<file path="src/design/sfa_pkg.sv">
// Shared types and fixed widths for the spectrum frame averager.
// No dependencies; every other design file uses this package.
package sfa_pkg;

    localparam int SAMPLE_W = 16;
    localparam int LIMIT_W  = 5;

    typedef struct packed {
        logic valid;
        logic drop;
        logic use_mem;
        logic frame_end;
    } sfa_ctrl_t;

    typedef struct packed {
        logic valid;
        logic frame_end;
    } sfa_tag_t;

endpackage

</file>
<file path="src/design/sfa_divide.sv">
// Pipelined floor division of a pixel sum by the frame count via a reciprocal table.
// Depends on sfa_pkg; stages 3 and 4 plus the final correction.
module sfa_divide #(
    parameter int MAX_FRAMES = 16,
    parameter int HELD_W     = 5,
    parameter int SUM_W      = 20
) (
    input  logic                          clk,
    input  logic                          rst_n,
    input  logic                          adv,
    input  sfa_pkg::sfa_tag_t             in_tag,
    input  logic [SUM_W-1:0]              in_sum,
    input  logic [HELD_W-1:0]             in_held,
    output sfa_pkg::sfa_tag_t             out_tag,
    output logic [sfa_pkg::SAMPLE_W-1:0]  out_avg
);
    import sfa_pkg::*;

    localparam int              RECIP_W = SUM_W + 1;
    localparam int              PROD_W  = SUM_W + RECIP_W;
    localparam int              BACK_W  = SUM_W + HELD_W;
    localparam longint unsigned ONE_K   = 64'd1 << SUM_W;

    logic [RECIP_W-1:0] recip_tab [2 ** HELD_W];

    for (genvar Dv = 0; Dv < 2 ** HELD_W; Dv++)
    begin : g_recip
        if (Dv == 0 || Dv > MAX_FRAMES)
        begin : g_unused
            assign recip_tab[Dv] = '0;
        end
        else
        begin : g_used
            localparam longint unsigned RV = ONE_K / Dv;
            assign recip_tab[Dv] = RECIP_W'(RV);
        end
    end

    logic [PROD_W-1:0] prod;
    logic [BACK_W-1:0] back;
    logic [SUM_W-1:0]  rem;
    logic [SUM_W-1:0]  quot;

    sfa_tag_t          s3_tag;
    logic [SUM_W-1:0]  s3_q;
    logic [SUM_W-1:0]  s3_sum;
    logic [HELD_W-1:0] s3_held;

    sfa_tag_t          s4_tag;
    logic [SUM_W-1:0]  s4_q;
    logic [SUM_W-1:0]  s4_back;
    logic [SUM_W-1:0]  s4_sum;
    logic [HELD_W-1:0] s4_held;

    // estimate is the true quotient or one below it
    assign prod = PROD_W'(in_sum) * PROD_W'(recip_tab[in_held]);
    assign back = BACK_W'(s3_q) * BACK_W'(s3_held);

    always_ff @(posedge clk or negedge rst_n)
    begin
        if (!rst_n)
        begin
            s3_tag <= '0;
            s4_tag <= '0;
        end
        else if (adv)
        begin
            s3_tag <= in_tag;
            s4_tag <= s3_tag;
        end
    end

    always_ff @(posedge clk)
    begin
        if (adv)
        begin
            s3_q    <= prod[SUM_W +: SUM_W];
            s3_sum  <= in_sum;
            s3_held <= in_held;
            s4_q    <= s3_q;
            s4_back <= back[SUM_W-1:0];
            s4_sum  <= s3_sum;
            s4_held <= s3_held;
        end
    end

    always_comb
    begin
        rem  = s4_sum - s4_back;
        quot = (rem >= SUM_W'(s4_held)) ? s4_q + SUM_W'(1) : s4_q;
    end

    assign out_tag = s4_tag;
    assign out_avg = quot[SAMPLE_W-1:0];

endmodule

</file>
<file path="config.mk">
export PLATFORM = sky130hd
export DESIGN_NAME = sfa_divide
export DESIGN_NICKNAME = d
export VERILOG_FILES = /design/src/design/sfa_pkg.sv /design/src/design/sfa_divide.sv
export SDC_FILE = /design/constraint.sdc
export NUM_CORES = 1
export LEC_CHECK = 0
export BUFFER_PORTS_ARGS = -buffer_cell sky130_fd_sc_hd__buf_2
export CORE_ASPECT_RATIO = 0.5
export CORE_MARGIN = 2
export CORE_UTILIZATION = 61
export CTS_CLUSTER_DIAMETER = 40
export CTS_CLUSTER_SIZE = 40
export DETAILED_ROUTE_END_ITERATION = 7
export GPL_ROUTABILITY_DRIVEN = 0
export GPL_TIMING_DRIVEN = 0
export PLACE_DENSITY_LB_ADDON = 0.3
export SLEW_MARGIN = 10
export SYNTH_ARGS = -nofsm -noshare
export SYNTH_HDL_FRONTEND = slang
export SYNTH_SLANG_ARGS = --single-unit
</file>
<file path="constraint.sdc">
create_clock -name clk -period 13.3 [get_ports clk]
set_clock_uncertainty 0.1 [all_clocks]
set_input_delay 1.33 -clock clk [delete_from_list [all_inputs] [get_ports clk]]
set_output_delay 1.33 -clock clk [all_outputs]
set_load 0.01 [all_outputs]
</file>
After elaboration in Yosys (flattened, before gate mapping)
Memories as Yosys holds them, arrays and structs flattened.
Index checks and enable logic that the tools add are counted.
Word-level totals
  bits in registers: 110
  memory bits (read-only): 672
  input port bits: 30
  output and inout bits: 18
  logic and storage cells: 22
  memories: 1
Cells by class
  add/subtract/negate cells: 2
  multiply operators: 2
  order comparisons: 2
  muxes and demuxes: 3
  bitwise gates (word level): 1
Memories
  (name not given): words 32, width 21, rd ports 1, clocked after Yosys merged registers in 0, write ports 0, line sfa_divide.sv:56  | assign prod = PROD_W'(in_sum) * PROD_W'(recip_tab[in_held]);
Operators by type and width (count)
  $mux W21: 2
  $mul A20 B21 Y40: 1
  $ge A20 B5 Y1: 1
  $mul A20 B5 Y20: 1
  $sub A20 B20 Y20: 1
  $add A16 B1 Y16 const B: 1
  $mux W16: 1
  $ge A6 B6 Y1 const B: 1
  $not A5 Y6: 1

Longest topological paths before layout
  depth in word-level cells: 5
  mapped depth: 32
  mapped depth without buffers: 31

Worst setup path after synthesis
No wires, ideal clock.
  kind: input-to-reg
  start: in in_held[1]
  end: reg s3_q[19] (data pin)
  library setup time: 0.260 ns
  arrival time: 8.089 ns
  setup slack: 4.851 ns
  cell stages on the path: 30
  buffers on the path: 1
  cell sequence: inv_1 ha_1 nand2_1 a31oi_1 a21boi_0 a31o_2 clkbuf_1 and2_1 fa_1 fa_1 inv_1 fa_1 inv_1 fa_1 fa_1 fa_1 inv_1 fa_1 inv_1 ha_1 a211oi_1 o221ai_1 o21ai_0 nand3_1 o2bb2ai_2 o22ai_1 a41o_1 a31oi_1 o21bai_1 xnor2_1
On the way
  cells in the longest elaborated chain, start to end: 5
RTL lines
  start, declared: line sfa_divide.sv:13  | input logic [HELD_W-1:0] in_held,
  $not A5 Y6 (implied by the code): line sfa_divide.sv:56
  $mem_v2 Z32 W21
  $mux W21 (implied by the code) (2 in series): line sfa_divide.sv:56
  $mul A20 B21 Y40: line sfa_divide.sv:56
  named net prod[39]: line sfa_divide.sv:39  | logic [PROD_W-1:0] prod;
  end signal, assigned: line sfa_divide.sv:77  | s3_q <= prod[SUM_W +: SUM_W];
  end, declared: line sfa_divide.sv:45  | logic [SUM_W-1:0] s3_q;
The timed path passes the listed nets, and every way through them passes these cells. The select of a mux whose other input is x is not followed.
A chain may end at the register's enable or synchronous reset.

Worst setup path after layout
  start: in in_held[0]
  end: reg s3_q[10] (data pin)
Same word-level chain as after synthesis.

==> results.cfg <==
[clock_network]
cts_setup_buffers = 0
cts_buffers = 9
post_cts_resized = 0
tritoncts = built
hold_buffers = 0
path_clk_slew_ps = 80
root_buffer = clkbuf_16
clk_latency_ps = 370
cts.path.max_buffers = 2
cts_max_level = 3
clkSinkCount = 110

[cells_and_area]
fillers = 2665
postLayoutCoreUtil_pct = 65.6
multiInputGateArea_sq_um = 15200
layout-drive-gt1-share_pct = 3.75
syn_to_final_growth_pct = 5.48
seq_area_sq_um = 3280
final_nets = 2822
layout.cells.non_filler = 2658

[logic_synthesis]
synth_compound_area_share_pct = 5.33
synth.avg_cell_area_sq_um = 9.59
yosysWarnings = 0
ys_seq_area_share_pct = 15.9
synth_area_leaders = fa_1 37%, edfxtp_1 15%, ha_1 12%
synth.most_common_cell = inv_1
synthSimpleGateAreaFrac_pct = 15.4
synth_flop_cell = edfxtp_1
ys_types = 61
synth_nets = 2763
synth-edff-count = 106
synth_top_family_by_area = adder cells
synthCells = 2152
synth_top_area_cell = fa_1
yosysTopAreaCellShare_pct = 37.3
synth_xor_area_share_pct = 3.18
netlist_top_cells_count = 489 x inv_1, 384 x fa_1, 283 x nand2_1, 217 x and2_1, 197 x ha_1
async_reset_ff_share_pct = 3.64
synth_area_sq_um = 20600
ys_ff_latch = 110
synth_mux_area_share_pct = 0.467
synthAdderAreaFrac_pct = 49.2

[global_routing]
grt_max_degree = 72
grt_pass1_wl_microns = 86100
antenna_found_initial = 4
overflow = 0
grt_use_total_pct = 32.3
grt_pass1_vias = 15781

[routing]
first_iter_violations = 1448
wl_met3_microns = 6670
wl_per_cell_microns = 20.3
drc = 0
wirelength_met1_microns = 21100
dr_wl_met2_microns = 23800
dr.pass1.iters = 6
final_antenna_net_count = 0
vias = 15191
highest_layer = met4
wl_microns = 53900
vias_per_cell = 5.72

[critical_path]
end_kind = flip-flop
critPathRequiredTime_ps = 13290
worst-setup-path-type = input port to flip-flop
start_kind = input port
crit_arrival_ps = 9930
worstPathMaxFanout = 10

[sta]
fmaxAchievable_mhz = 101
finalSetupViolCount = 0
worst-slew-pin-transition_ps = 1130
rsz0062_at_grt = no
setup_ws_ps = 3360
slew_viol_final = 0
fin_crit_ps = 9940
maxSlewHeadroom_pct = 24.9
hold_viol = 0
fin_crit_sh_pct = 74.7
finalSetupTns_ps = 0

[power_and_ir_drop]
p_leak_nw = 11.0
p_clk_share_pct = 7.2
seqPwrFrac_pct = 17.8
switching_share_pct = 49.0
p_per_area_nw_per_um2 = 173
ir_worst_vdd_uv = 135
intPower_mw = 1.92
switching_power_mw = 1.85
pwr-share-comb_pct = 75.0

[floorplanning]
io-pin-count = 48
rows = 47
start_util_pct = 62.2
dieWidth_microns = 264
core_area_sq_um = 33200
chipHeight_microns = 134
die_area_sq_um = 35400

[run]
cap_viol_max_count = 0

[place]
post-place-ws_ps = 3310
io_buffer_count = 47
dpl.hpwl_microns = 43500
place_inst = 2641

[status]
outcome = finished, final reports clean

[min_path]
hp-class = flip-flop to flip-flop
[flip-flops by register name (all words and copies together), names as in the netlist]
signal / flops
s4_held: 5
s4_back: 20
s4_q: 16
out_tag: 2
s3_q: 20
s3_sum: 20
s3_tag: 2
s3_held: 5
s4_sum: 20
[cells in the final DEF, fill, tap and decap left out, types with 5 or more instances in the layout]
| cell | count |
|---|---|
| a211oi_1 | 8 |
| o21ai_0 | 24 |
| buf_2 | 47 |
| and2_1 | 217 |
| a311oi_1 | 5 |
| xor2_1 | 18 |
| o31ai_1 | 5 |
| a21oi_1 | 46 |
| o21a_1 | 8 |
| mux2_2 | 5 |
| nand4_1 | 15 |
| edfxtp_1 | 106 |
| fa_1 | 384 |
| a31oi_1 | 6 |
| xnor2_1 | 55 |
| nand2_1 | 283 |
| and3_1 | 20 |
| inv_1 | 489 |
| ha_1 | 197 |
| clkbuf_16 | 9 |
| nor2_1 | 48 |
| nand3_1 | 14 |
| clkbuf_1 | 80 |
| a21o_1 | 21 |
| nand2b_1 | 6 |
| nor3_1 | 17 |
| nor2b_1 | 12 |
| o21bai_1 | 5 |
[cell type report]
cell class | count | share of cell area [%]
plain buffers | 85 | 1.54
inverters | 489 | 8.43
flip-flops and latches | 110 | 15.1
repair buffers | 48 | 1.22
diodes | 1 | 0.0115
clock buffers | 9 | 1.03
clock inverters | 7 | 0.391
multi-input cells | 1468 | 69.8
well taps | 441 | 2.54
[critical path: stages]
cell and delay, ps:
buf_2 180, inv_1 120, ha_1 340, nand2_1 120, nor2_1 800, clkbuf_1 670, nand2_1 170, fa_1 530
inv_1 50, fa_1 480, ha_1 220, fa_1 480, inv_1 50, fa_1 530, inv_1 50, fa_1 470
inv_1 50, fa_1 470, inv_1 40, ha_1 300, a21o_1 170, a21oi_1 300, o21ai_0 200, a2111oi_2 390
nor2_1 170, o41ai_1 800, o31ai_1 220, xor2_1 210
[final timing paths]
kind | endpoint | cells past startpoint | startpoint | slack (ps)
worst max-delay path | s3_q[10] | 28 | in_held[0] | 3360
min in group asynchronous | out_tag[1] | 1 | rst_n | 650
max in group asynchronous | s3_tag[1] | 1 | rst_n | 12340
worst max register to register | s4_back[18] | 15 | s3_held[2] | 7940
worst min register to register | s4_sum[15] | 0 | s3_sum[15] | 310
worst min-delay path | s4_sum[15] | 0 | s3_sum[15] | 310
[stage by stage]
stage / area, sq um / power [mW] / hold WS, ps
3_3_place_gp: 21400 / 3.33 / 302
5_1_grt: 21800 / 4.14 / 327
4_1_cts: 21800 / 3.72 / 308
6_report: 21800 / 3.76 / 310
3_5_place_dp: 21500 / 3.42 / 305
2_1_floorplan: 20600 / 2.70 / 300
[logic make-up after synthesis]
group / count (synthesis)
xor+xnor: 74
flops: 110
simple gates: 644
compound gates: 160
buf+inv: 574
mux: 9
fa+ha+maj: 581
[power by group through the flow]
stage	combinational (mW)	sequential (mW)	clock (mW)
floorplan	2.07	0.634	0
global placement	2.66	0.672	0
detailed placement	2.75	0.675	0
CTS	2.78	0.668	0.276
global route	3.17	0.679	0.289
finish	2.82	0.670	0.272
[metal layers]
layer  vias to the layer above  global-route usage (%)
met5                         -                       0
met4                         0                    12.4
met3                       172                    9.45
met2                       842                    50.8
met1                      7500                    43.0
li1                       6677                       -
Power figures use the tool's default switching activity.
