==> src/design/sfa_pkg.sv <==
// Shared types and fixed widths for the spectrum frame averager.
// No dependencies; every other design file uses this package.
package sfa_pkg;

    localparam int SAMPLE_W = 16;
    localparam int LIMIT_W  = 5;

    typedef struct packed {
        logic valid;
        logic drop;
        logic use_mem;
        logic frame_end;
    } sfa_ctrl_t;

    typedef struct packed {
        logic valid;
        logic frame_end;
    } sfa_tag_t;

endpackage

==> src/design/sfa_if.sv <==
// Handshake channels of the spectrum frame averager: pixel input and average output.
// Depends on sfa_pkg for the sample width.
interface sfa_in_if;
    logic                          valid;
    logic                          ready;
    logic [sfa_pkg::SAMPLE_W-1:0]  sample;
    logic                          last_in_frame;
    logic                          restart;

    modport source (output valid, output sample, output last_in_frame, output restart,
                    input ready);
    modport sink   (input valid, input sample, input last_in_frame, input restart,
                    output ready);
endinterface


==> src/design/sfa_front.sv <==
// Frame sequencer: frame limit register, history ring pointers, pixel counter and stage 1.
// Depends on sfa_pkg and sfa_in_if.
module sfa_front #(
    parameter int MAX_FRAMES = 16,
    parameter int PIXELS     = 2048,
    parameter int HELD_W     = 5,
    parameter int SLOT_W     = 4,
    parameter int PIX_W      = 11
) (
    input  logic                          clk,
    input  logic                          rst_n,
    input  logic                          adv,
    input  logic                          cfg_we,
    input  logic [sfa_pkg::LIMIT_W-1:0]   cfg_wdata,
    sfa_in_if.sink                        pixels,
    output logic [PIX_W-1:0]              rd_pix,
    output logic [SLOT_W-1:0]             rd_slot,
    output sfa_pkg::sfa_ctrl_t            s1_ctrl,
    output logic [sfa_pkg::SAMPLE_W-1:0]  s1_sample,
    output logic [PIX_W-1:0]              s1_pix,
    output logic [SLOT_W-1:0]             s1_old,
    output logic [SLOT_W-1:0]             s1_new,
    output logic [HELD_W-1:0]             s1_held
);
    import sfa_pkg::*;

    localparam int LW = (HELD_W > LIMIT_W) ? HELD_W : LIMIT_W;

    logic [LIMIT_W-1:0] limit_reg;
    logic [HELD_W-1:0]  held_reg;
    logic [SLOT_W-1:0]  old_reg;
    logic [SLOT_W-1:0]  new_reg;
    logic [PIX_W-1:0]   pos_reg;
    logic               drop_reg;

    logic [LW-1:0]      lim_wide;
    logic [HELD_W-1:0]  lim_eff;
    logic [HELD_W-1:0]  held_pre;
    logic [HELD_W-1:0]  held_next;
    logic [SLOT_W-1:0]  old_next;
    logic [SLOT_W-1:0]  new_next;
    logic               drop_next;
    logic               use_mem;
    logic               ending;
    logic               accept;

    function automatic logic [SLOT_W-1:0] slot_inc(input logic [SLOT_W-1:0] v);
        logic [SLOT_W-1:0] r;
        if (v == SLOT_W'(MAX_FRAMES - 1))
        begin
            r = '0;
        end
        else
        begin
            r = v + SLOT_W'(1);
        end
        return r;
    endfunction

    assign pixels.ready = adv;
    assign accept       = pixels.valid && adv;

    always_comb
    begin
        lim_wide = LW'(limit_reg);
        if (limit_reg == '0)
        begin
            lim_eff = HELD_W'(1);
        end
        else if (lim_wide > LW'(MAX_FRAMES))
        begin
            lim_eff = HELD_W'(MAX_FRAMES);
        end
        else
        begin
            lim_eff = HELD_W'(lim_wide);
        end
    end

    // open a frame: empty on restart, advance the newest slot, retire the oldest when full
    always_comb
    begin
        held_pre  = pixels.restart ? '0 : held_reg;
        held_next = held_reg;
        old_next  = old_reg;
        new_next  = new_reg;
        drop_next = drop_reg;
        if (pos_reg == '0)
        begin
            if (held_pre == '0)
            begin
                held_next = HELD_W'(1);
                old_next  = '0;
                new_next  = '0;
                drop_next = 1'b0;
            end
            else
            begin
                new_next = slot_inc(new_reg);
                if (held_pre >= lim_eff)
                begin
                    drop_next = 1'b1;
                    held_next = held_pre;
                end
                else
                begin
                    drop_next = 1'b0;
                    held_next = held_pre + HELD_W'(1);
                end
            end
        end
        use_mem = !(held_next <= HELD_W'(1) && !drop_next);
        ending  = pixels.last_in_frame || (pos_reg == PIX_W'(PIXELS - 1));
    end

    assign rd_pix  = pos_reg;
    assign rd_slot = old_next;

    always_ff @(posedge clk or negedge rst_n)
    begin
        if (!rst_n)
        begin
            limit_reg <= LIMIT_W'(1);
        end
        else if (cfg_we)
        begin
            limit_reg <= cfg_wdata;
        end
    end

    always_ff @(posedge clk or negedge rst_n)
    begin
        if (!rst_n)
        begin
            held_reg <= '0;
            old_reg  <= '0;
            new_reg  <= '0;
            pos_reg  <= '0;
            drop_reg <= 1'b0;
        end
        else if (accept)
        begin
            held_reg <= held_next;
            new_reg  <= new_next;
            old_reg  <= (ending && drop_next) ? slot_inc(old_next) : old_next;
            pos_reg  <= ending ? '0 : pos_reg + PIX_W'(1);
            drop_reg <= ending ? 1'b0 : drop_next;
        end
    end

    always_ff @(posedge clk or negedge rst_n)
    begin
        if (!rst_n)
        begin
            s1_ctrl <= '0;
        end
        else if (adv)
        begin
            s1_ctrl.valid     <= accept;
            s1_ctrl.drop      <= drop_next;
            s1_ctrl.use_mem   <= use_mem;
            s1_ctrl.frame_end <= ending;
        end
    end

    always_ff @(posedge clk)
    begin
        if (adv)
        begin
            s1_sample <= pixels.sample;
            s1_pix    <= pos_reg;
            s1_old    <= old_next;
            s1_new    <= new_next;
            s1_held   <= held_next;
        end
    end

endmodule

==> src/flat_wrapper.sv <==
// flat-port wrapper written by rule: the top's interface ports become plain ports
module sfa_front_flat import sfa_pkg::*;
#(
    parameter int MAX_FRAMES = 16,
    parameter int PIXELS     = 2048,
    parameter int HELD_W     = 5,
    parameter int SLOT_W     = 4,
    parameter int PIX_W      = 11
)
  (clk, rst_n, adv, cfg_we, cfg_wdata, rd_pix, rd_slot, s1_ctrl, s1_sample, s1_pix, s1_old, s1_new, s1_held, pixels_valid, pixels_sample, pixels_last_in_frame, pixels_restart, pixels_ready);
  sfa_in_if pixels_i ();
  input  logic clk;
  input  logic rst_n;
  input  logic adv;
  input  logic cfg_we;
  input  logic [sfa_pkg::LIMIT_W-1:0] cfg_wdata;
  output logic [PIX_W-1:0] rd_pix;
  output logic [SLOT_W-1:0] rd_slot;
  output sfa_pkg::sfa_ctrl_t s1_ctrl;
  output logic [sfa_pkg::SAMPLE_W-1:0] s1_sample;
  output logic [PIX_W-1:0] s1_pix;
  output logic [SLOT_W-1:0] s1_old;
  output logic [SLOT_W-1:0] s1_new;
  output logic [HELD_W-1:0] s1_held;
  input wire logic [$bits(pixels_i.valid)-1:0] pixels_valid;
  input wire logic [$bits(pixels_i.sample)-1:0] pixels_sample;
  input wire logic [$bits(pixels_i.last_in_frame)-1:0] pixels_last_in_frame;
  input wire logic [$bits(pixels_i.restart)-1:0] pixels_restart;
  output wire logic [$bits(pixels_i.ready)-1:0] pixels_ready;
  assign pixels_i.valid = pixels_valid;
  assign pixels_i.sample = pixels_sample;
  assign pixels_i.last_in_frame = pixels_last_in_frame;
  assign pixels_i.restart = pixels_restart;
  assign pixels_ready = pixels_i.ready;
  sfa_front #(.MAX_FRAMES(MAX_FRAMES), .PIXELS(PIXELS), .HELD_W(HELD_W), .SLOT_W(SLOT_W), .PIX_W(PIX_W)) u_core (.clk(clk), .rst_n(rst_n), .adv(adv), .cfg_we(cfg_we), .cfg_wdata(cfg_wdata), .pixels(pixels_i), .rd_pix(rd_pix), .rd_slot(rd_slot), .s1_ctrl(s1_ctrl), .s1_sample(s1_sample), .s1_pix(s1_pix), .s1_old(s1_old), .s1_new(s1_new), .s1_held(s1_held));
endmodule
==> config.mk <==
export PLATFORM = sky130hd
export DESIGN_NAME = sfa_front_flat
export DESIGN_NICKNAME = d
export VERILOG_FILES = /design/src/design/sfa_pkg.sv /design/src/design/sfa_if.sv /design/src/design/sfa_front.sv /design/src/flat_wrapper.sv
export SDC_FILE = /design/constraint.sdc
export NUM_CORES = 1
export LEC_CHECK = 0
export BUFFER_PORTS_ARGS = -buffer_cell sky130_fd_sc_hd__buf_2
export CAP_MARGIN = 0
export CELL_PAD_IN_SITES_DETAIL_PLACEMENT = 1
export CELL_PAD_IN_SITES_GLOBAL_PLACEMENT = 2
export CORE_MARGIN = 1.5
export CORE_UTILIZATION = 36
export CTS_CLUSTER_SIZE = 28
export DETAILED_ROUTE_END_ITERATION = 8
export MAX_ROUTING_LAYER = met4
export PLACE_DENSITY = 0.88
export SETUP_SLACK_MARGIN = 0.15
export SLEW_MARGIN = 0
export SYNTH_ARGS = -nofsm -noshare
export SYNTH_HDL_FRONTEND = slang
export SYNTH_SLANG_ARGS = --single-unit
==> constraint.sdc <==
create_clock -name clk -period 6.2 [get_ports clk]
set_input_delay 0.31 -clock clk [delete_from_list [all_inputs] [get_ports clk]]
set_output_delay 0.31 -clock clk [all_outputs]
set_load 0.01 [all_outputs]
# Yosys cells after proc, flatten, opt, wreduce, memory -nomap -nowiden
# Index checks and enable logic that the tools add are counted.
# classes
order_cmp,3
n_reduce_logical,9
n_mux,18
add_sub_neg,4
eq_ne,3
# op_table
cell,count
$mux 5,6
$mux 4,7
$add 11x1->11 const B,1
$eq 11x11->1 const B,1
$logic_not 11->1,1
$mux 11,1
$logic_not 5->1,2
$add 4x1->4 const B,2
$eq 4x4->1 const B,2
$add 5x1->5 const B,1
$ge 5x5->1,1
$gt 5x5->1 const B,1
$le 5x1->1 const B,1
$mux 1,4
$logic_and 1x1->1,3
$logic_not 1->1,2
$logic_or 1x1->1,1
# word_totals
output_inout_bits,60
ff_bits,74
word_cells,52

# Longest topological paths before layout
# logic_depth
word_depth,10
ltp_mapped,13
depth_no_buf,12

# Worst setup path after synthesis
# No wires, ideal clock.
# synth_path
kind,reg-to-reg
start,"register u_core.pos_reg[0], in the netlist u_core.rd_pix[0]"
end,register u_core.old_reg[3]
t_arrival_ps,2359
path_slack_ps,3765
required_time_ps,6124
setup_time_ps,76
path_stages_with_launch,14
path_cell_list,dfrtp_1 -> inv_1 -> ha_1 -> nor4b_2 -> nand3_2 -> buf_6 -> nor2_1 -> nor2b_1 -> ha_1 -> a21oi_1 -> nor3b_1 -> a31oi_1 -> a21oi_1 -> o21ai_1
# synth_between
elab_chain_cells,5
# synth_rtl
element,line,text
start: declaration,sfa_front.sv:33,logic [PIX_W-1:0] pos_reg;
start signal: assignment,sfa_front.sv:146,pos_reg <= ending ? '0 : pos_reg + PIX_W'(1);
$logic_not 11->1 *,sfa_front.sv:88,if (pos_reg == '0)
$mux 4 *,sfa_front.sv:88,
net rd_slot[0],flat_wrapper.sv:18,output logic [SLOT_W-1:0] rd_slot;
$add 4x1->4 / $eq 4x4->1 (equally long branches),"sfa_front.sv:55, sfa_front.sv:49",
$mux 4 *,sfa_front.sv:49,if (v == SLOT_W'(MAX_FRAMES - 1))
$mux 4 *,sfa_front.sv:145,old_reg <= (ending && drop_next) ? slot_inc(old_next) : old_next;
end signal: assignment,sfa_front.sv:145,
end: declaration,sfa_front.sv:31,logic [SLOT_W-1:0] old_reg;
# The timed path passes the listed nets; every way through them passes the cells marked *.
# A chain may end at the register's enable or synchronous reset.

# Worst setup path after layout
# layout_path
start,"register u_core.pos_reg[0], in the netlist u_core.rd_pix[0]"
end,register u_core.old_reg[3]
# layout_between
elab_chain_cells,5
# layout_rtl
element,line
$logic_not 11->1,sfa_front.sv:88
$mux 4,sfa_front.sv:88
$add 4x1->4 / $eq 4x4->1 (equally long branches),"sfa_front.sv:55, sfa_front.sv:49"
$mux 4,sfa_front.sv:49
$mux 4 *,sfa_front.sv:145
# Mark *: on every way between the ends. The rest lies on a longest branch, timed or not.

==> results.yml <==
clock_network:
  clkSinkCount: 74
  cts_root_buf: "clkbuf_8"
  htreeDepth: 3
  clock_latency_ps: 350
  numCtsBuffers: 9
  ctsResizeCount: 0
  clkTransAtPathRegs_ps: 90
  post_cts_buffers: 0
  postCtsHoldBufs: 0
  cts_tree: "built"
  clockBufferDepth: 2
hold_path:
  hold_path.class: "in2async"
power_and_ir_drop:
  p_per_area_mw_per_mm2: 305
  power.switching_uw: 394
  peakVddDrop_mv: 0.117
  internal_power_uw: 830
  p_leak_nw: 1.82
  pwr-share-seq: 0.507
  p_sw_frac: 0.322
  comb_power_share: 0.217
  clkPwrFrac: 0.276
sta:
  fin_skew_ps: 11.5
  min_period_over_period: 0.484
  rsz0062_at_grt: "no"
  final.min_clock_period_ps: 3000
  setup_viol: 0
  hold_viol: 0
  slew_viol_final: 0
  fmax_mhz: 333
  setup_tns_ps: 0
  worstMarginPinSlew_ps: 835
  relSlewSlack: 0.443
route:
  ant_nets: 0
  drtIter0Drc: 86
  wl_um: 7960
  vias: 2484
  via_per_inst: 5.26
  drcViolationCount: 0
  firstDrtPassIters: 4
  wl_per_cell_um: 16.9
synth:
  ys_async_sr_fraction: 0.459
  avgSynthCellArea_um2: 12.3
  synthCells: 269
  seq_area_frac_synth: 0.618
  synth_seq_cells: 74
  synth_edf_count: 40
  synth_top_flop_cell: "edfxtp_1"
  synth_warnings: 0
  synth.distinct_cells: 49
  syn_nets: 308
  synth_area_mm2: 0.00332
placed_design:
  place.gp.congestion: 0.837
  place_hpwl_um: 5520
  numPortBuffers: 87
  place_area_mm2: 0.00384
floorplan:
  ios: 88
  die_y_um: 99.1
  design.die.area_mm2: 0.00981
  die_w_um: 99.1
  initial_utilization: 0.375
  rows: 34
  core_mm2: 0.00885
global_route:
  grt_start_max_net_pins: 51
  grt_first_pass_wirelength_um: 13000
  antenna_found_initial: 0
  grt_pass1_vias: 2562
  overflow: 0
  grt_usage: 0.174
finish:
  post-route-util: 0.454
  finalNetCount: 398
  drive_above_1_share: 0.335
  syn_to_final_growth_pct: 20.9
  antenna_cells: 0
  largest_register: "u_core.s1_sample"
  largest_register_ffs: 16
  postLayoutCellArea_mm2: 0.00402
setup_path:
  crit_path_start_kind: "flip-flop"
  timing.rr.start: "u_core.rd_pix[0]"
  path_cells: "inv_1 -> ha_1 -> nor4b_2 -> nand3_2 -> nor2_1 -> nor2b_1 -> ha_1 -> a21oi_1 -> nor3b_1 -> a31oi_1 -> a21oi_1 -> o21ai_1"
  rr_worst_depth: 12
  cp_max_fo: 24
  slowest_stage: "nor2_1"
  arrival_ps: 3290
  crit_type: "reg2reg"
  critPathLaunch: "u_core.rd_pix[0]"
  critPathRequiredTime_ps: 6480
  cpPeakStageDelay_ps: 490
  worst_setup_path_end_kind: "flip-flop"
run:
  maxCapViolations: 0
status:
  outcome: "completed"
## worst max-delay path, delay by kind of cell, from the launching register on
kind                       cells  cell delay [ps]
buffers and inverters          1              120
adders and majority gates      2              420
DFF                            1              430
and+or+nand+nor                5             1420
AOI/OAI and AO/OA              4              540
## cells in the mapped netlist, drive strengths merged, types with 2 or more instances
library cell | n | area [um2]
o21a | 2 | 15.0
a31oi | 5 | 46.3
xor2 | 5 | 43.8
a22o | 3 | 26.3
a21oi | 9 | 45.0
a221oi | 3 | 45.0
mux2 | 8 | 90.1
nor2 | 20 | 77.6
o21ai | 25 | 125
and3 | 5 | 31.3
nand2 | 22 | 82.6
edfxtp | 40 | 1200
buf | 5 | 40.0
nor2b | 7 | 43.8
nand2b | 2 | 12.5
inv | 11 | 41.3
o22ai | 2 | 12.5
and4 | 3 | 28.8
nor4b | 2 | 23.8
dfrtp | 33 | 826
nor3 | 7 | 35.0
nand3 | 9 | 50.1
nand4 | 6 | 37.5
or3 | 2 | 12.5
clkbuf | 4 | 15.0
ha | 11 | 138
a21o | 4 | 30.0
## area by class of cell
type / count / area (um2)
sequential: 74 / 2050
inverter: 11 / 41.3
tap: 108 / 135
clock buffer: 10 / 128
clock inverter: 6 / 43.8
timing repair buffer: 88 / 443
multi-input combinational: 175 / 1170
fill: 986 / 4830
## routing by layer
metal	vias up	routed length, um	track usage
met1	1226	3730	0.225
met3	15	352	0.0277
met5	-	0	-
met4	0	189	0.0813
met2	72	3690	0.270
li1	1171	-	-
## layout by cell type (no fill, tap or decap), types with 2 or more instances in the layout
cell type,netlist,routed
a31oi_1,4,4
and3_1,5,5
or3_1,2,2
inv_1,11,11
nor2_1,19,19
ha_1,11,11
buf_2,2,87
clkinvlp_4,0,4
a21oi_1,9,9
dfrtp_1,33,33
nor2b_1,7,7
o21ai_0,21,21
a21o_1,4,4
o22ai_1,2,2
a221oi_2,3,3
a22o_1,3,3
nand2_1,22,22
o21a_1,2,2
nand3_1,8,8
xor2_1,5,5
and4_1,2,2
nor3_1,7,7
nand4_1,6,6
mux2_2,8,8
nand2b_1,2,2
clkbuf_8,0,9
edfxtp_1,40,40
o21ai_1,4,4
## stage by stage
step	cells	setup WS, ps	hold slack, ps	total power, mW
3_3_place_gp	456	3360	454	0.888
5_1_grt	472	2960	109	1.29
3_5_place_dp	456	3190	458	0.898
2_1_floorplan	269	3760	14.4	0.799
4_1_cts	472	3190	64.7	1.24
6_report	472	3200	53.6	1.22
## power by group through the flow
stage          Sequential, mW  Combinational (mW)  Clock, mW
2_1_floorplan           0.641               0.159          0
3_3_place_gp            0.628               0.259          0
3_5_place_dp            0.630               0.268          0
4_1_cts                 0.621               0.270      0.350
5_1_grt                 0.628               0.301      0.365
6_report                0.621               0.266      0.337
## worst paths after layout
check                                       endpoint  slack (ps)
worst max-delay path               u_core.old_reg[3]        3200
worst min-delay path                u_core.rd_pix[1]          50
worst max register to register     u_core.old_reg[3]        3200
worst min register to register      u_core.s1_pix[0]         550
max in group asynchronous            u_core.drop_reg        5620
min in group clk                u_core.s1_sample[14]         120
## logic make-up after synthesis
logic type,count (synthesis),share of synthesized area
multiplexers,9,0.0301
adder cells (fa/ha/maj),11,0.0414
AO/OA/AOI/OAI,59,0.120
XOR/XNOR,6,0.0158
AND/OR/NAND/NOR,90,0.146
buffers and inverters,20,0.0290
flip-flops,74,0.618
(Power assumes the default switching activity.)
