File: src/design/sfa_pkg.sv
// Shared types and fixed widths for the spectrum frame averager.
// No dependencies; every other design file uses this package.
package sfa_pkg;

    localparam int SAMPLE_W = 16;
    localparam int LIMIT_W  = 5;

    typedef struct packed {
        logic valid;
        logic drop;
        logic use_mem;
        logic frame_end;
    } sfa_ctrl_t;

    typedef struct packed {
        logic valid;
        logic frame_end;
    } sfa_tag_t;

endpackage

File: src/design/sfa_if.sv


interface sfa_out_if;
    logic                          valid;
    logic                          ready;
    logic [sfa_pkg::SAMPLE_W-1:0]  avg_sample;
    logic                          frame_end;

    modport source (output valid, output avg_sample, output frame_end, input ready);
    modport sink   (input valid, input avg_sample, input frame_end, output ready);
endinterface

File: src/design/sfa_outbuf.sv
// Output register with a skid entry; sets the pipeline advance for every stage.
// Depends on sfa_pkg and sfa_out_if.
module sfa_outbuf (
    input  logic                          clk,
    input  logic                          rst_n,
    input  sfa_pkg::sfa_tag_t             in_tag,
    input  logic [sfa_pkg::SAMPLE_W-1:0]  in_avg,
    sfa_out_if.source                     averages,
    output logic                          adv
);
    import sfa_pkg::*;

    logic                out_valid_reg;
    logic                out_valid_next;
    logic [SAMPLE_W-1:0] out_avg_reg;
    logic                out_end_reg;
    logic                skid_valid_reg;
    logic                skid_valid_next;
    logic [SAMPLE_W-1:0] skid_avg_reg;
    logic                skid_end_reg;
    logic                new_valid;
    logic                load_out;
    logic                load_skid;

    assign adv       = !skid_valid_reg;
    assign new_valid = in_tag.valid && adv;

    always_comb
    begin
        out_valid_next  = out_valid_reg;
        skid_valid_next = skid_valid_reg;
        load_out        = 1'b0;
        load_skid       = 1'b0;
        if (skid_valid_reg)
        begin
            if (averages.ready)
            begin
                skid_valid_next = 1'b0;
            end
        end
        else if (!out_valid_reg || averages.ready)
        begin
            out_valid_next = new_valid;
            load_out       = 1'b1;
        end
        else if (new_valid)
        begin
            skid_valid_next = 1'b1;
            load_skid       = 1'b1;
        end
    end

    always_ff @(posedge clk or negedge rst_n)
    begin
        if (!rst_n)
        begin
            out_valid_reg  <= 1'b0;
            skid_valid_reg <= 1'b0;
        end
        else
        begin
            out_valid_reg  <= out_valid_next;
            skid_valid_reg <= skid_valid_next;
        end
    end

    always_ff @(posedge clk)
    begin
        if (skid_valid_reg && averages.ready)
        begin
            out_avg_reg <= skid_avg_reg;
            out_end_reg <= skid_end_reg;
        end
        else if (load_out)
        begin
            out_avg_reg <= in_avg;
            out_end_reg <= in_tag.frame_end;
        end
        if (load_skid)
        begin
            skid_avg_reg <= in_avg;
            skid_end_reg <= in_tag.frame_end;
        end
    end

    assign averages.valid      = out_valid_reg;
    assign averages.avg_sample = out_avg_reg;
    assign averages.frame_end  = out_end_reg;

endmodule

File: src/flat_wrapper.sv
// flat-port wrapper written by rule: the top's interface ports become plain ports
module sfa_outbuf_flat import sfa_pkg::*;
  (clk, rst_n, in_tag, in_avg, adv, averages_valid, averages_avg_sample, averages_frame_end, averages_ready);
  sfa_out_if averages_i ();
  input  logic clk;
  input  logic rst_n;
  input  sfa_pkg::sfa_tag_t in_tag;
  input  logic [sfa_pkg::SAMPLE_W-1:0] in_avg;
  output logic adv;
  output wire logic [$bits(averages_i.valid)-1:0] averages_valid;
  output wire logic [$bits(averages_i.avg_sample)-1:0] averages_avg_sample;
  output wire logic [$bits(averages_i.frame_end)-1:0] averages_frame_end;
  input wire logic [$bits(averages_i.ready)-1:0] averages_ready;
  assign averages_valid = averages_i.valid;
  assign averages_avg_sample = averages_i.avg_sample;
  assign averages_frame_end = averages_i.frame_end;
  assign averages_i.ready = averages_ready;
  sfa_outbuf u_core (.clk(clk), .rst_n(rst_n), .in_tag(in_tag), .in_avg(in_avg), .averages(averages_i), .adv(adv));
endmodule
File: config.mk
export PLATFORM = sky130hd
export DESIGN_NAME = sfa_outbuf_flat
export DESIGN_NICKNAME = d
export VERILOG_FILES = /design/src/design/sfa_pkg.sv /design/src/design/sfa_if.sv /design/src/design/sfa_outbuf.sv /design/src/flat_wrapper.sv
export SDC_FILE = /design/constraint.sdc
export NUM_CORES = 1
export LEC_CHECK = 0
export ABC_AREA = 1
export BUFFER_PORTS_ARGS = -buffer_cell sky130_fd_sc_hd__buf_2
export CORE_ASPECT_RATIO = 1.25
export CORE_MARGIN = 1
export CORE_UTILIZATION = 40
export CTS_CLUSTER_SIZE = 28
export DETAILED_ROUTE_END_ITERATION = 10
export HOLD_SLACK_MARGIN = 0.05
export PLACE_DENSITY = 0.69
export SETUP_SLACK_MARGIN = 0.5
export SYNTH_ARGS = -nofsm -noshare
export SYNTH_HDL_FRONTEND = slang
export SYNTH_SLANG_ARGS = --single-unit
File: constraint.sdc
create_clock -name clk -period 4.8 [get_ports clk]
set_clock_uncertainty 0.2 [all_clocks]
set_input_delay 0.96 -clock clk [delete_from_list [all_inputs] [get_ports clk]]
set_output_delay 0.96 -clock clk [all_outputs]
set_load 0.01 [all_outputs]
# Yosys cells after proc, flatten, opt, wreduce, memory -nomap -nowiden
# Cells that the tools add are included.
[word_totals]
reg_bits = 36
[op_classes]
muxes = 11
bitwise_logic = 1
n_reduce_logical = 7
[ops]
columns = ["cell", "n"]
rows = [
  ["$mux W16", 2],
  ["$mux W1", 9],
  ["$logic_and A1 B1 Y1", 2],
  ["$logic_not A1 Y1", 2],
  ["$reduce_and A2 Y1", 1],
  ["$reduce_bool A2 Y1", 1],
  ["$logic_or A1 B1 Y1", 1],
  ["$not A1 Y1", 1],
]

# Longest topological paths before layout
# Gate-level depths: netlist (run 1).
[logic_depth]
depth_word = 6
depth_mapped = 4
ltp_nobuf = 4

# Worst setup path before layout (run 1)
# No wires, ideal clock.
[synth_path]
kind = "register -> register"
from = "reg u_core.skid_valid_reg"
to = "reg u_core.out_avg_reg[0], in the netlist u_core.averages.avg_sample[0] (enable)"
arrival_time_ns = 1.824
required_ns = 4.185
path_slack_ns = 2.362
path_stages_with_launch = 3
path_buffers = 1
synth_period_minus_slack_ns = 2.438
path_cell_list = "dfrtp_1 -> buf_4 -> o21ai_0"
[synth_between]
elab_chain_cells = 2
word_cells_on_any_way = 3
[synth_lines]
columns = ["item", "line_no", "source"]
rows = [
  ["start, declared", "sfa_outbuf.sv:17", "logic skid_valid_reg;"],
  ["start signal, assigned", "sfa_outbuf.sv:63", "skid_valid_reg <= skid_valid_next;"],
  ["$mux W1 / $logic_and A1 B1 Y1 (equally long branches)", "sfa_outbuf.sv:34, sfa_outbuf.sv:69", ""],
  ["$reduce_bool A2 Y1 (no source line) *", "--", ""],
  ["end signal, assigned", "sfa_outbuf.sv:71", "out_avg_reg <= skid_avg_reg;"],
  ["end signal, assigned", "sfa_outbuf.sv:76", "out_avg_reg <= in_avg;"],
  ["end, declared", "sfa_outbuf.sv:15", "logic [SAMPLE_W-1:0] out_avg_reg;"],
]
# Mark *: on every way between the ends. The rest lies on a longest branch, timed or not.
# A chain may end at the register's enable or synchronous reset.

# Final worst setup path (run 1)
[layout_path]
from = "reg u_core.skid_valid_reg"
to = "out adv"
[layout_between]
elab_chain_cells = 1
[layout_lines]
columns = ["item", "line_no", "source"]
rows = [
  ["$logic_not A1 Y1", "sfa_outbuf.sv:25", "assign adv = !skid_valid_reg;"],
  ["end, declared", "flat_wrapper.sv:9", "output logic adv;"],
]
# No other way between the ends.

==> results of run 1 <==
cells by family (layout without fill, tap and decap cells):
kind of cell | Yosys count | in the layout
simple gates | 60 | 60
flops | 36 | 36
buf+inv | 11 | 53
compound gates | 1 | 1
metal layers:
metal,vias to the layer above,track usage (%)
met5,-,0
met4,0,11.5
met3,7,6.08
met2,41,22.3
met1,443,17.4
li1,452,-
area by class of cell:
cell class,count,share of cell area (%)
tap,37,2.72
sequential,36,63.0
multi-input combinational,61,15.2
clock buffer,5,4.05
timing repair buffer,39,11.5
inverter,6,1.33
clock inverter,3,2.21
through the flow:
| stage | cell area, sq um | cells | worst slack, ns |
|---|---|---|---|
| final | 1700 | 187 | 2.25 |
| after global routing | 1700 | 187 | 2.15 |
| after CTS | 1700 | 187 | 2.27 |
| after detailed placement | 1590 | 179 | 2.35 |
| after global placement | 1590 | 179 | 2.39 |
| after floorplan | 1380 | 108 | 2.36 |
worst max-delay path, delay by kind of cell, from the launching register on:
kind,cells,cell delay [ns]
buf+inv,2,0.29
flops,1,0.81
power by group through the flow:
| stage | Sequential, mW | Clock, mW | Combinational (mW) |
|---|---|---|---|
| detailed placement | 0.405 | 0 | 0.0847 |
| global placement | 0.404 | 0 | 0.0820 |
| finish | 0.399 | 0.250 | 0.0835 |
| floorplan | 0.412 | 0 | 0.0401 |
| global route | 0.402 | 0.273 | 0.0930 |
| CTS | 0.399 | 0.258 | 0.0850 |
worst max-delay path by stage:
stage,start,end,slack [ns],depth (start not counted)
6_report,u_core.skid_valid_reg,adv,2.25,2
5_1_grt,u_core.skid_valid_reg,adv,2.15,2
4_1_cts,u_core.skid_valid_reg,adv,2.27,2
3_5_place_dp,averages_ready,u_core.skid_end_reg,2.35,4
3_3_place_gp,averages_ready,u_core.skid_avg_reg[9],2.39,4
2_1_floorplan,u_core.skid_valid_reg,u_core.averages.avg_sample[0],2.36,2
cells in the mapped netlist:
cell type | n | area share [%]
buf_2 | 3 | 1.1
buf_4 | 2 | 1.1
dfrtp_1 | 2 | 3.6
edfxtp_1 | 34 | 74
inv_1 | 6 | 1.6
nand2_1 | 40 | 11
nand2_2 | 1 | 0.45
nand3_1 | 17 | 6.2
nor2_1 | 2 | 0.55
o21ai_0 | 1 | 0.36
==> metrics.txt, run 1 <==
CTS Hold Buffers Added 0; Slew HR between 40 and 50%; critical path arrival approximately 1.4 ns; clk slew on worst S/H paths 0.06 ns; DR DRC count 0; most frequent cells in the layout 40 x nand2_1, 39 x buf_2, 34 x edfxtp_1; Setup CP Type register to output port; crit path cell chain inv_1 > buf_2; max_cap viols 0; Switch Pwr roughly 170 uW; H-tree Lvls 2; worst-skew pair later-pin latency roughly 0.28 ns; final setup vio count 0; Max IR drop VDD 0.000227 V; CP max stage cell dfrtp_1; sequential share of power ~55%; Max FO, Critical Path 22; RSZ-0062 raised after global routing false; WL met2 about 1300 um; vias 943; post-DR wirelength/cell around 13 um; Cells after Synth 108; outcome finished, final reports clean; gr usage total between 15 and 20%; Logic pwr share 11.4%; Seq/Total Area, Yosys between 70% and 80%; dpl hpwl between 1500 and 2000 um; clock root buffer master clkbuf_8; Area growth, synth to finish 23.3%; CTS Buf Count 5; Worst Tran Pin Value between 0.8 and 0.9 ns; P_int about 570 uW; input/output buffers 39; CTS resizes 0; Ports 40; Synth Area in Adders 0%; critical path required time between 3 and 4 ns; switching share of power approximately 23%; fin nets 170; post-synthesis cell area ~0.0014 sq mm; Compound-Gate Fraction of Synth Area less than 1%; Cell Pwr Density 432 mW/mm^2; Starting Density a little over two fifths; YS warnings 0; final cell utilization of the core 52.3%; Post-Synth Simple-Gate Area between 10% and 20%; Max Slew Vio Count 0; XOR/XNOR share of the synthesized area 0%; nature of the critical path endpoint output port; final hold vios 0; die area 0.00368 sq mm; core area 0.00325 sq mm; Routed met1 length roughly 920 um; Clk network pwr share between 30% and 40%; Die W around 54 um; initial antenna violation count 0; DRT Pass-1 Iters 4; setup TNS 0 ns; largest net degree at the start of global routing 23; clk sink count 36; layout cells sized above 1 approximately a third; total wire length 2390 um; Reg2Reg Depth 1; HP Class input port to async pin; reg2reg end u_core.averages.avg_sample[7]; hold slack roughly 0.24 ns; Yosys reg bits 36; commonest non-fill, non-tap cell in the layout nand2_1; Leakage between 0.7 and 0.8 nW; Final ANT Viol Nets 0; Cell Rows 23; Post-CTS Repair Setup Buffers 0; top sig layer met4; Max Clk Rate 0.392 GHz; average cell area after synthesis 12.8 sq um; CP peak stage delay between 0.8 and 0.9 ns; crit path launch type register; grt ovf 0; Syn Nets 129; vias in the first global route ~790; initial DRC count 26; first-pass GRT wire length roughly 3600 um; Layout fillers ~290; largest family of logic cells by synthesized area simple AND/OR/NAND/NOR gates; RD Place Congestion ~0.7; Yosys cell types 10; CTS tree done; Chip Height between 60 and 70 um; metal3 WL 146 um; footprint of the multi-input gates ~260 sq um; FF-to-FF Start u_core.skid_valid_reg; R2R Setup Slk approximately 2.7 ns; post-synthesis mux area share 0%; min Tclk post-route 2.55 ns; Clock Path Buffers 2; Tcrit/Tclk final a little over half; via density per instance between 5 and 6; Antenna diodes 0; Final Total Pwr ~730 uW; register area roughly 0.0011 sq mm
(Power assumes the default switching activity.)
==> run 2, diff against run 1 <==
--- a/config.mk
+++ b/config.mk
@@ -5,7 +5,7 @@
 export SDC_FILE = /design/constraint.sdc
 export NUM_CORES = 1
 export LEC_CHECK = 0
-export ABC_AREA = 1
+export ABC_AREA = 0
 export BUFFER_PORTS_ARGS = -buffer_cell sky130_fd_sc_hd__buf_2
 export CORE_ASPECT_RATIO = 1.25
 export CORE_MARGIN = 1
@@ -13,7 +13,7 @@
 export CTS_CLUSTER_SIZE = 28
 export DETAILED_ROUTE_END_ITERATION = 10
 export HOLD_SLACK_MARGIN = 0.05
-export PLACE_DENSITY = 0.69
+export PLACE_DENSITY = 0.72
 export SETUP_SLACK_MARGIN = 0.5
 export SYNTH_ARGS = -nofsm -noshare
 export SYNTH_HDL_FRONTEND = slang
==> constraint.sdc (replaced) <==
create_clock -name clk -period 2.1 [get_ports clk]
set_clock_uncertainty 0.2 [all_clocks]
set_input_delay 0.42 -clock clk [delete_from_list [all_inputs] [get_ports clk]]
set_output_delay 0.42 -clock clk [all_outputs]
set_load 0.01 [all_outputs]
==> run 2 against run 1 <==
Final cell count fell by 22%; critical path depth did not move; register-to-register slack got worse by 2.2 ns; first-iteration DRC count fell by 69%; routed wire length fell by 0.92%; global-route usage rose by 0.33 points; clock power rose by 79%; sequential power rose by 120%; die area fell by 0.52%; critical path type unchanged; highest routed layer unchanged.
==> metrics.txt, run 2 <==
outcome finished, final reports clean; dpl hpwl approximately 1600 um; YS warnings 0; nature of the critical path endpoint output port; RD Place Congestion 0.662; largest net degree at the start of global routing 18; H-tree Lvls 2; Commonest cells post-synth 34 x edfxtp_1, 10 x mux2_4, 7 x mux2_2; post-DR wirelength/cell between 15 and 20 um; average cell area after synthesis 22.1 sq um; Syn Nets between 80 and 90; Cell Pwr Density 874 mW/mm^2; FF-to-FF Start u_core.skid_valid_reg; commonest non-fill, non-tap cell in the layout buf_2; dpl ws 0.304 ns; Tcrit/Tclk final about 74%; Area growth, synth to finish 24.9%; vias in the first global route 730; fin nets 130; Area contributors post-synth edfxtp_1 75%, mux2_4 11%, mux2_2 5.8%, dfrtp_1 3.7%, and4bb_2 0.91%; layout cells sized above 1 between 60% and 70%; min Tclk post-route between 1.5 and 2 ns; Worst Tran Pin Value 0.552 ns; reg2reg end u_core.averages.avg_sample[12]; input/output buffers 39; initial DRC count 8; clk slew on worst S/H paths approximately 0.060 ns; Cell Rows 23; final setup vio count 0; DRT Pass-1 Iters 2; Setup crit end adv; CTS tree done; via density per instance roughly 4.9; number of synthesized flops with an enable pin 34; Layout fillers 263; Starting Density a little over two fifths; post-synthesis cell area around 0.0014 sq mm; initial antenna violation count 0; crit path launch type register; gr usage total about 16%; clk sink count 36; Max FO, Critical Path 5; HP Class input port to register; Max IR drop VDD around 0.00057 V; CP Launch Point u_core.skid_valid_reg; Yosys reg bits 36; Synth Flop Type edfxtp_1; total wire length about 2400 um; Synth async-reset ratio ~5.6%; most frequent cells in the layout 39 x buf_2, 34 x edfxtp_1, 10 x mux2_4; register area ~0.0011 sq mm; critical path arrival 0.94 ns; Chip Height between 60 and 70 um; Final Total Pwr approximately 1.5 mW; max_cap viols 0; Slew HR 63.1%; share of Yosys cell area claimed by the top area cell type about 75%; Die W ~54 um; worst-skew pair later-pin latency roughly 0.28 ns; grt ovf 0; Setup CP Type register to output port; footprint of the multi-input gates ~300 sq um; setup TNS 0 ns; die area 0.00366 sq mm; core area roughly 0.0032 sq mm; R2R Setup Slk between 0.5 and 0.6 ns; Clock Path Buffers 2; Max Clk Rate between 0.6 and 0.7 GHz; Yosys cell types 13; RSZ-0062 raised after global routing true; most frequent cell after synthesis edfxtp_1; vias between 700 and 800; clock root buffer master clkbuf_8; hold path start in_avg[13]; Final ANT Viol Nets 0; Max Slew Vio Count 0; critical path required time between 1 and 1.5 ns; Ports 40; Seq/Total Area, Yosys just under 80%; Leakage about 0.70 nW; Antenna diodes 0; final hold vios 0; first-pass GRT wire length around 3600 um; CTS Buf Count 5; Reg2Reg Depth 2; DR DRC count 0; Yosys top cell by area edfxtp_1; Cells after Synth 62; setup ws final approximately 0.54 ns
run 2: layer usage:
metal / vias up / routed length [um] / GRT usage [%]
met5: - / 0 / 0
li1: 336 / - / -
met2: 30 / 1180 / 22.9
met1: 350 / 971 / 18.8
met4: 0 / 83 / 10.6
met3: 5 / 139 / 5.41
run 2: cell type report:
| cell class | instances | area share (%) |
|---|---|---|
| Tap cell | 37 | 2.70 |
| Timing Repair Buffer | 41 | 12.4 |
| Inverter | 1 | 0.219 |
| Clock buffer | 6 | 4.24 |
| Sequential cell | 36 | 62.6 |
| Clock inverter | 1 | 0.292 |
| Multi-Input combinational cell | 24 | 17.5 |
run 2: cell families after synthesis:
logic type	synth area share (%)
DFF	78.2
muxes	16.7
and+or+nand+nor	2.47
AOI/OAI and AO/OA	1.55
buffers and inverters	1.10
run 2: metrics by stage:
step | instance area, sq um | utilization [%] | hold slack, ns | instances
finish | 1710 | 53.1 | 0.122 | 146
global route | 1710 | 53.1 | 0.118 | 146
CTS | 1710 | 53.1 | 0.112 | 146
detailed placement | 1600 | 49.8 | 0.00785 | 137
global placement | 1600 | 49.8 | 0.00447 | 137
floorplan | 1370 | - | -0.0756 | 62
run 2: repair_timing:
action	in CTS	in global routing
hold buffers	1	0
endpoints found under the setup margin	35	1
hold endpoints to repair	2	0
setup buffers	1	0
resized for setup	3	1
run 2: critical path: stages, from the launching register on:
cell     delay, ns
dfrtp_2       0.46
inv_2         0.08
buf_2         0.12
run 2: worst min-delay path by stage:
| stage | to | slack [ns] | cells after the start |
|---|---|---|---|
| floorplan | u_core.averages.valid | -0.08 | 0 |
| global placement | u_core.skid_valid_reg | 0.004 | 1 |
| detailed placement | u_core.skid_valid_reg | 0.008 | 1 |
| CTS | u_core.skid_avg_reg[14] | 0.11 | 1 |
| global route | u_core.skid_avg_reg[14] | 0.12 | 1 |
| finish | u_core.skid_avg_reg[13] | 0.12 | 1 |
run 2: where the power goes:
group	total, mW	switching, mW	internal (mW)
registers	0.878	0.0228	0.855
clock network	0.447	0.222	0.225
logic	0.172	0.0863	0.0857
total	1.50	0.331	1.17
==> run 3, diff against run 2 <==
--- a/config.mk
+++ b/config.mk
@@ -13,7 +13,7 @@
 export CTS_CLUSTER_SIZE = 28
 export DETAILED_ROUTE_END_ITERATION = 10
 export HOLD_SLACK_MARGIN = 0.05
-export PLACE_DENSITY = 0.72
+export PLACE_DENSITY = 0.69
 export SETUP_SLACK_MARGIN = 0.5
 export SYNTH_ARGS = -nofsm -noshare
 export SYNTH_HDL_FRONTEND = slang
==> constraint.sdc (replaced) <==
create_clock -name clk -period 1.5 [get_ports clk]
set_clock_uncertainty 0.2 [all_clocks]
set_input_delay 0.3 -clock clk [delete_from_list [all_inputs] [get_ports clk]]
set_output_delay 0.3 -clock clk [all_outputs]
set_load 0.01 [all_outputs]
==> run 3 against run 2 <==
Global-route usage is 0.49 points lower; sequential share of layout area is 5.8 points lower; routed wire length is 1.0% higher; sequential power is 39% higher; core utilization is 5.5 points higher; first-iteration DRC count grew to 3.3 times the previous value; flip-flop and latch count stayed put; largest power group unchanged; combinational power is 89% higher; via count is 4.2% higher; final cell count is 6.8% higher.
==> metrics.txt, run 3 (synthesis results as in run 2) <==
initial DRC count 26; Worst Tran Pin Value about 0.28 ns; crit-path most repeated cell buf_6; hold path start in_avg[15]; Die W between 50 and 60 um; CP peak stage delay approximately 0.43 ns; largest net degree at the start of global routing 18; Hold Crit Depth 1; crit path launch type register; Cell Rows 23; clk slew on worst S/H paths 0.07 ns; max_cap viols 0; Max IR drop VDD roughly 0.00089 V; clk sink count 36; Max Slew Vio Count 0; sequential share of power a little under three fifths; clock root buffer master clkbuf_8; Chip Height 67.4 um; gr usage total roughly 15%; RSZ-0062 raised after global routing true; total wire length ~2400 um; final setup vio count 0; Slew HR around 82%; layout cells sized above 1 around 69%; vias around 750; CTS Buf Count 5; Antenna diodes 0; dpl ws -0.0125 ns; Clock Path Buffers 2; post-DR wirelength/cell around 15 um; Ports 40; CP Launch Point u_core.skid_valid_reg; FF-to-FF Start u_core.skid_valid_reg; outcome finished, final reports clean; H-tree Lvls 2; worst-skew pair later-pin latency roughly 0.28 ns; DR DRC count 0; Setup CP Type register to output port; RD Place Congestion about 0.67; dpl hpwl roughly 1500 um; CP max stage cell dfrtp_2; critical path arrival between 0.9 and 1 ns; Max FO, Critical Path 4; first-pass GRT wire length 3550 um; die area about 0.0037 sq mm; Area growth, synth to finish 37.8%; vias in the first global route roughly 750; setup ws final ~0.016 ns; Reg2Reg Depth 3; crit path cell chain buf_6 > inv_2 > buf_6; switching share of power 23.3%; min Tclk post-route 1.48 ns; nature of the critical path endpoint output port; Clk network pwr share 29.9%; grt ovf 0; Logic pwr share between 10 and 15%; Final Total Pwr ~2.2 mW; HP Class input port to register; core area ~0.0032 sq mm; Switch Pwr roughly 500 uW; Max Clk Rate between 0.6 and 0.7 GHz; CTS tree done; DRT Pass-1 Iters 4; CP top delay family flip-flops; critical path required time 1.00 ns; initial antenna violation count 0; Final ANT Viol Nets 0; fin nets approximately 140; final hold vios 0; input/output buffers 39; Starting Density 42.5%; Leakage 0.777 nW; Cell Pwr Density about 1200 mW/mm^2; P_int about 1.7 mW; Tcrit/Tclk final just under 100%; reg2reg end u_core.averages.avg_sample[15]; via density per instance between 4 and 5; commonest non-fill, non-tap cell in the layout buf_2; CP bufs+invs 3; Hold Crit Endpoint u_core.skid_avg_reg[15]; most frequent cells in the layout 35 x buf_2, 34 x edfxtp_1, 10 x mux2_4; R2R Setup Slk between 0.015 and 0.02 ns; CTS Hold Buffers Added 1
-- run 3: cell types whose count changed in the layout (fill, tap and decap cells not counted), moves of 2 or more --
cell | previous run | this run
buf_12 | 0 | 2
buf_4 | 1 | 3
buf_2 | 39 | 35
buf_6 | 0 | 7
nand2_8 | 0 | 2
-- run 3: worst max path at each step --
stage                                           endpoint  depth (start not counted)
after floorplan           u_core.averages.avg_sample[10]                          3
after global placement    u_core.averages.avg_sample[14]                          3
after CTS                                            adv                          3
final                                                adv                          3
after global routing      u_core.averages.avg_sample[15]                          3
after detailed placement  u_core.averages.avg_sample[12]                          3
-- run 3: repair_timing --
| action | CTS | global route |
|---|---|---|
| endpoints found under the hold margin | 19 | 17 |
| resized for setup | 7 | 5 |
| pin swaps | 1 | 0 |
| gates cloned | 2 | 0 |
| setup buffers | 5 | 0 |
| setup endpoints to repair | 72 | 72 |
-- run 3: area by class of cell --
| class | instances | area [sq um] |
|---|---|---|
| Clock buffer | 5 | 68.8 |
| Clock inverter | 3 | 18.8 |
| Fill cell | 259 | 1340 |
| Inverter | 1 | 3.75 |
| Multi-Input combinational cell | 26 | 350 |
| Sequential cell | 36 | 1070 |
| Tap cell | 37 | 46.3 |
| Timing Repair Buffer | 48 | 327 |
-- run 3: through the flow --
step | std cells | util (%) | instance area (sq um) | hold WS (ns) | setup TNS, ns
after detailed placement | 140 | 51.3 | 1650 | -0.110 | -0.0200
after CTS | 156 | 57.6 | 1860 | -0.00509 | 0
after floorplan | 62 | - | 1390 | -0.196 | 0
final | 156 | 58.6 | 1890 | 0.00212 | 0
after global placement | 140 | 51.3 | 1650 | -0.115 | 0
after global routing | 156 | 58.6 | 1890 | -0.00907 | -0.0369
-- run 3: metal layers --
layer  vias up  part of all wire, %  track usage (%)
li1        358                    -                -
met1       357                   39             16.4
met2        31                   53             25.0
met3         5                  7.0             6.08
met4         0                  1.8             6.73
met5         -                    0                0
-- run 3: power by group through the flow --
stage          Combinational [mW]  Clock (mW)  Sequential [mW]
5_1_grt                     0.353       0.720             1.23
2_1_floorplan               0.108           0             1.28
3_5_place_dp                0.259           0             1.24
3_3_place_gp                0.253           0             1.24
6_report                    0.325       0.661             1.22
4_1_cts                     0.314       0.682             1.22
